==> src/hw/rtl/baro_temp_pressure_compensation_assert.svh <==
// Assertion macros for the barometric compensation block.
`ifndef BARO_TEMP_PRESSURE_COMPENSATION_ASSERT_SVH
`define BARO_TEMP_PRESSURE_COMPENSATION_ASSERT_SVH
`ifndef NO_ASSERTIONS
`define BTPC_ASSERT_NOW(lbl, ant, con) \
    lbl: assert property (@(posedge clk) disable iff (!rst_n) (ant) |-> (con)) \
        else $error("btpc assertion failed");
`define BTPC_ASSERT_NEXT(lbl, ant, con) \
    lbl: assert property (@(posedge clk) disable iff (!rst_n) (ant) |=> (con)) \
        else $error("btpc assertion failed");
`else
`define BTPC_ASSERT_NOW(lbl, ant, con)
`define BTPC_ASSERT_NEXT(lbl, ant, con)
`endif
`endif

==> src/hw/rtl/btpc_pkg.sv <==
// Shared types, register indexes and helpers for the compensation block.
package btpc_pkg;

    typedef logic [63:0] word64_t;
    typedef logic [31:0] word32_t;

    // Configuration register indexes.
    localparam logic [1:0] CFG_TEMP_CAL       = 2'd0;
    localparam logic [1:0] CFG_PRESS_CAL_LOW  = 2'd1;
    localparam logic [1:0] CFG_PRESS_CAL_HIGH = 2'd2;
    localparam logic [1:0] CFG_PRESS_CAL_LAST = 2'd3;

    // Formula constants.
    localparam word32_t TEMP_ROUND     = 32'd128;
    localparam word32_t TEMP_SCALE     = 32'd5;
    localparam word64_t FINE_OFFSET    = 64'd128000;
    localparam word64_t RAW_FULL_SCALE = 64'd1048576;
    localparam word64_t PRESS_SCALE    = 64'd3125;
    localparam word64_t P1_BIAS        = 64'h0000_8000_0000_0000;

    // Sign-extend a 16-bit calibration word to 64 bits.
    function automatic word64_t sext16(input logic [15:0] v);
        sext16 = {{48{v[15]}}, v};
    endfunction

endpackage

==> src/hw/rtl/btpc_temp.sv <==
// Temperature path: fine temperature and saturated hundredths of a degree.
module btpc_temp (
    input  logic        clk,
    input  logic        en,
    input  logic [19:0] temperature_sample,
    input  logic [47:0] temp_cal,
    output logic [31:0] fine_early,
    output logic [31:0] fine_late,
    output logic [15:0] hundredths
);

    logic [31:0] t1;
    logic [31:0] t2;
    logic [31:0] t3;
    logic [31:0] ain_reg, d_reg, pa_reg, pdd_reg, a_reg, e_reg, fine_reg, fine_d_reg;
    logic [15:0] hund_reg;
    logic [31:0] ain_next, d_next, e_next, fine_next, scaled, tr;
    logic [15:0] hund_next;

    assign t1 = {16'd0, temp_cal[15:0]};
    assign t2 = 32'(btpc_pkg::sext16(temp_cal[31:16]));
    assign t3 = 32'(btpc_pkg::sext16(temp_cal[47:32]));

    // Datapath arithmetic wraps at 32 bits; right shifts are arithmetic.
    always_comb
    begin
        ain_next  = {15'd0, temperature_sample[19:3]} - {t1[30:0], 1'b0};
        d_next    = {16'd0, temperature_sample[19:4]} - t1;
        e_next    = 32'($signed(pdd_reg) >>> 12) * t3;
        fine_next = a_reg + 32'($signed(e_reg) >>> 14);
        scaled    = fine_reg * btpc_pkg::TEMP_SCALE + btpc_pkg::TEMP_ROUND;
        tr        = 32'($signed(scaled) >>> 8);
        if (!tr[31] && tr[30:15] != 16'd0)
        begin
            hund_next = 16'h7fff;
        end
        else if (tr[31] && tr[30:15] != 16'hffff)
        begin
            hund_next = 16'h8000;
        end
        else
        begin
            hund_next = tr[15:0];
        end
    end

    always_ff @(posedge clk)
    begin
        if (en)
        begin
            ain_reg    <= ain_next;
            d_reg      <= d_next;
            pa_reg     <= ain_reg * t2;
            pdd_reg    <= d_reg * d_reg;
            a_reg      <= 32'($signed(pa_reg) >>> 11);
            e_reg      <= e_next;
            fine_reg   <= fine_next;
            fine_d_reg <= fine_reg;
            hund_reg   <= hund_next;
        end
    end

    assign fine_early = fine_reg;
    assign fine_late  = fine_d_reg;
    assign hundredths = hund_reg;

endmodule

==> config.mk <==
export PLATFORM = sky130hd
export DESIGN_NAME = btpc_temp
export DESIGN_NICKNAME = d
export VERILOG_FILES = /design/src/hw/rtl/baro_temp_pressure_compensation_assert.svh /design/src/hw/rtl/btpc_pkg.sv /design/src/hw/rtl/btpc_temp.sv
export SDC_FILE = /design/constraint.sdc
export NUM_CORES = 2
export LEC_CHECK = 0
export BUFFER_PORTS_ARGS = -buffer_cell sky130_fd_sc_hd__buf_2
export CAP_MARGIN = 30
export CORE_UTILIZATION = 61
export DETAILED_ROUTE_END_ITERATION = 10
export GPL_ROUTABILITY_DRIVEN = 0
export PLACE_DENSITY = 0.85
export RECOVER_POWER = 100
export SYNTH_ARGS = -nofsm -noshare
export SYNTH_HDL_FRONTEND = slang
export SYNTH_SLANG_ARGS = --single-unit
==> constraint.sdc <==
create_clock -name clk -period 9.7 [get_ports clk]
set_input_delay 0.97 -clock clk [delete_from_list [all_inputs] [get_ports clk]]
set_output_delay 0.97 -clock clk [all_outputs]
set_load 0.005 [all_outputs]
# After elaboration in Yosys (flattened, before gate mapping)
# Index checks and enable logic that the tools add are counted.
[op_classes]
n_addsub = 4
n_eq_ne = 1
mul = 4
n_mux = 1
n_bitwise = 0
n_shift = 0
reduce_logical = 4
magnitude_cmp = 0
n_div = 0
[op_table]
columns = ["op", "n"]
rows = [
  ["$add 32x8->32 const B", 1],
  ["$mul 20x16->32", 1],
  ["$mul 32x16->32", 1],
  ["$mul 32x3->32 const B", 1],
  ["$mul 32x32->32", 1],
  ["$add 21x18->22", 1],
  ["$sub 17x17->18", 1],
  ["$sub 16x16->17", 1],
  ["$mux 16", 1],
  ["$ne 16x16->1 const B", 1],
  ["$reduce_bool 16->1", 1],
  ["$logic_and 1x1->1", 2],
  ["$logic_not 1->1", 1],
]
[totals]
rom_bits = 0
elab_cells = 23
mem_bits_rw = 0
reg_bits = 261
out_inout_bits = 80
latchBits = 0
n_memories = 0

# Depth between registers and ports, before layout
[logic_depth]
ltp_word = 5
depth_mapped = 28
depth_no_buf = 26

# Worst setup path before layout
# Ideal clock, no wire load.
[synth_timing]
path_type = "register to register"
startpoint = "register, netlist name ain_reg[5]"
endpoint = "register pdd_reg[31], data pin"
path_buffers = 3
stages_incl_launch_ff = 29
synth_period_minus_slack_ps = 7503
setup_slack_ps = 2197
setup_ps = 260
t_arrival_ps = 7243
path_cell_list = "edfxtp_1 -> clkbuf_1 -> clkbuf_1 -> clkbuf_1 -> nand2_1 -> fa_1 -> inv_1 -> ha_1 -> xnor2_1 -> fa_1 -> inv_1 -> fa_1 -> inv_1 -> fa_1 -> inv_1 -> fa_1 -> inv_1 -> fa_1 -> fa_1 -> ha_1 -> a21oi_1 -> o21ai_0 -> a211oi_1 -> nor2_1 -> o31a_1 -> a41o_1 -> nor4_1 -> nor3_1 -> xnor2_1"
[synth_rtl]
columns = ["element", "line_no", "rtl"]
rows = [
  ["end signal: assignment", "btpc_temp.sv:54", "pdd_reg <= d_reg * d_reg;"],
  ["end: declaration", "btpc_temp.sv:15", "logic [31:0] ain_reg, d_reg, pa_reg, pdd_reg, a_reg, e_reg, fine_reg, fine_d_reg;"],
]

==> Flow_metrics.wiki <==
{| class="wikitable"
! Metric !! Value
|-
| Commonest cells in the synthesized netlist || sky130_fd_sc_hd__inv_1, sky130_fd_sc_hd__fa_1, sky130_fd_sc_hd__nand2_1, sky130_fd_sc_hd__ha_1, sky130_fd_sc_hd__and2_1
|-
| Via count of the first global-routing pass || 29680
|-
| Critical-path maximum fanout || 23
|-
| H-tree depth || 4
|-
| Total vias in the final route || 26350
|-
| Overflow left after global routing || 0
|-
| Cell taking the most area after synthesis || sky130_fd_sc_hd__fa_1
|-
| Via count normalized by instance count || 5.476
|-
| Final-report setup violation count || 0
|-
| Dominant combinational cell family by area after synthesis || adder cells
|-
| Nets || 5271
|-
| Cell seen most often among critical-path stages || sky130_fd_sc_hd__fa_1
|-
| Initial core utilization || 61.78%
|-
| Biggest area contributors in the synthesized netlist || sky130_fd_sc_hd__fa_1, sky130_fd_sc_hd__ha_1, sky130_fd_sc_hd__edfxtp_1
|-
| Max Fclk || 119.6 MHz
|-
| Cell Area, Synth || ~40000 um2
|-
| Number of buffers added by the clock tree synthesis step || 17
|-
| Hold WC Path Type || reg2reg
|-
| Initial antenna violation count || 1
|-
| Tightest Pin Transition || about 4700 ps
|-
| Period minus WS final || 8359 ps
|-
| Final antenna-violating net count || 0
|-
| Worst-path clk slew || 80 ps
|-
| Worst setup skew after layout || about 16 ps
|-
| Flop and latch count out of synthesis || 158
|-
| Relative slew slack || -210.9%
|-
| Final Hold Vio Count || 0
|-
| X dimension of the die || 254.8 um
|-
| Outcome || finished with violations
|-
| Synth Area per Inst || 9.949 um2
|-
| Proportion of layout cells with a drive suffix above 1 || 4.064%
|-
| Largest net degree at the start of global routing || between 80 and 90
|-
| Wire length of the first global-routing pass || 144.9 mm
|-
| DRC violation count after routing || 0
|-
| Nature of the critical path startpoint || flip-flop
|-
| Share of synthesized cell area in full adder, half adder and majority cells || 56.79%
|-
| Count of buffers inserted at the top-level ports || 146
|-
| Post-synthesis simple-gate area fraction || 11.71%
|-
| Fraction of post-synthesis cell area in the top cell type by area || between 40% and 50%
|-
| Post-route standard cell area excluding fillers || between 40000 and 50000 um2
|-
| Sequential fraction of the synthesis area || 12.17%
|-
| Yosys Warn Count || 0
|-
| Accumulated negative setup slack || 0 ps
|-
| Ports placed on the boundary || 150
|-
| Library cell with the highest instance count after synthesis || sky130_fd_sc_hd__inv_1
|-
| Post-CTS sizing || 0
|-
| Average detailed-routed wire length per instance || 17.72 um
|-
| # fillers || 4789
|-
| Synth-to-layout area growth || 4.723%
|-
| Number of hold buffers added after cts || 0
|-
| Maximum capacitance violations || 2
|-
| Slowest-stage cell, CP || sky130_fd_sc_hd__edfxtp_1
|-
| Count of clock tree sinks || 158
|-
| Period utilization || 86.17%
|-
| Post-DP HPWL || 68.49 mm
|-
| XOR/XNOR share of the synthesized area || 3.821%
|-
| Clock tree from TritonCTS || done
|-
| Failing checks || max-capacitance violations, max-slew violations
|-
| WS Path Type || reg2reg
|-
| DIE AREA || 64900 um2
|-
| Total wirelength of the detailed-routed design || 85.23 mm
|-
| Worst path arrival time || 8590 ps
|-
| Cell row count || 92
|-
| Total Routing Usage GR || around 29%
|-
| Number of detailed-routing iterations run before antenna repair || 5
|-
| Clock latency reported for the late side of the worst-skew pair || 490 ps
|-
| Core box area || around 63000 um2
|-
| Placement Cell Area || 40270 um2
|-
| Bufs on Longest Clock Path || 2
|-
| Multiplexer share of the synthesized area || 0.02568%
|-
| Delay of the slowest cell on the worst path || approximately 1000 ps
|-
| Critical path required time || 9930 ps
|-
| Kind of end point of the critical path || flip-flop
|-
| RSZ-0062 raised after global routing || no
|-
| Die Y || 254.8 um
|-
| EDFF count, synth || 158
|-
| Share of flip-flops with an asynchronous set or reset || 0%
|-
| Primary FF master, synth || sky130_fd_sc_hd__edfxtp_1
|-
| Launch instance of the worst register-to-register path || ain_reg[5]$_DFFE_PP_
|-
| Start point of the worst min-delay path || pa_reg[27]$_DFFE_PP_
|-
| Post CTS Setup Buffer Count || 0
|-
| Final number of max-transition violations || 156
|-
| Synth Instances || 3917
|-
| Yosys cell types || 64
|-
| Compound-gate portion of the synthesized area || between 4 and 5%
|-
| Root cell of the clock tree || sky130_fd_sc_hd__clkbuf_16
|-
| Critical path origin || ain_reg[5]$_DFFE_PP_
|-
| Synthesized netlist net count || around 5200
|-
| 1st-iter DRT viols || approximately 1600
|}
[worst paths after layout]
path / endpoint / cells after the start / slack, ps
setup / recovery: pdd_reg[31]$_DFFE_PP_ / 25 / 1340
hold / removal: a_reg[16]$_DFFE_PP_ / 0 / 410
setup reg to reg: pdd_reg[31]$_DFFE_PP_ / 25 / 1340
hold reg to reg: a_reg[16]$_DFFE_PP_ / 0 / 410
[layout make-up]
| type | count | area [um2] | area share (%) |
|---|---|---|---|
| Sequential cell | 158 | 4745 | 11.63 |
| Clock inverter | 14 | 222.7 | 0.5457 |
| Clock buffer | 17 | 425.4 | 1.042 |
| Tap cell | 846 | 1059 | 2.594 |
| Antenna cell | 3 | 7.507 | 0.01839 |
| Timing Repair Buffer | 171 | 844.6 | 2.069 |
| Inverter | 1005 | 3772 | 9.243 |
| Multi-Input combinational cell | 2597 | 29740 | 72.86 |
[critical path, delay by kind of cell (launching register included)]
kind / cells / cell delay (ps)
AOI/OAI and AO/OA: 5 / 1750
DFF: 1 / 1010
buffers and inverters: 6 / 700
adders and majority gates: 9 / 3830
and+or+nand+nor: 4 / 650
xor gates and xnor gates: 1 / 130
[per-layer routing]
layer / track usage (%) / vias up / share of wire, %
met4: 10.61 / 0 / 3.6
li1: - / 11660 / -
met2: 49.79 / 1017 / 51
met1: 35.92 / 13460 / 39
met5: 0 / - / 0
met3: 4.481 / 209 / 6.6
[metrics by stage]
step           std cells  hold WS (ps)  utilization [%]  worst slack [ps]
2_1_floorplan       3917         400.3                -              2197
3_3_place_gp        4776         401.0            63.84              1754
3_5_place_dp        4776         404.5            63.84              1630
4_1_cts             4807         410.6            64.87              1560
5_1_grt             4808         422.9            64.69             988.6
6_report            4811         406.1            64.70              1341
[cells by family after synthesis]
logic type / after synthesis
buf+inv: 1162
compound gates: 230
other cells: 1
xor+xnor: 170
mux: 1
simple gates: 944
flops: 158
fa+ha+maj: 1251
[placed cells by master (no fill, tap or decap), types with 10 or more instances in the layout]
cell type / instances
sky130_fd_sc_hd__inv_1: 1005
sky130_fd_sc_hd__fa_1: 863
sky130_fd_sc_hd__nand2_1: 435
sky130_fd_sc_hd__ha_1: 388
sky130_fd_sc_hd__and2_1: 295
sky130_fd_sc_hd__edfxtp_1: 158
sky130_fd_sc_hd__xnor2_1: 127
sky130_fd_sc_hd__buf_2: 99
sky130_fd_sc_hd__nor2_1: 88
sky130_fd_sc_hd__a21oi_1: 53
sky130_fd_sc_hd__a21o_1: 50
sky130_fd_sc_hd__clkbuf_1: 50
sky130_fd_sc_hd__xor2_1: 43
sky130_fd_sc_hd__o21ai_0: 39
sky130_fd_sc_hd__nand2b_1: 35
sky130_fd_sc_hd__nor3_1: 21
sky130_fd_sc_hd__buf_4: 21
sky130_fd_sc_hd__o21a_1: 17
sky130_fd_sc_hd__nand3_1: 17
sky130_fd_sc_hd__clkbuf_16: 17
sky130_fd_sc_hd__nor2b_1: 15
sky130_fd_sc_hd__a211oi_1: 11
sky130_fd_sc_hd__and3_1: 10
Power is not shown: default switching activity piles up to over one toggle a cycle in this logic, so the estimate is an artifact.
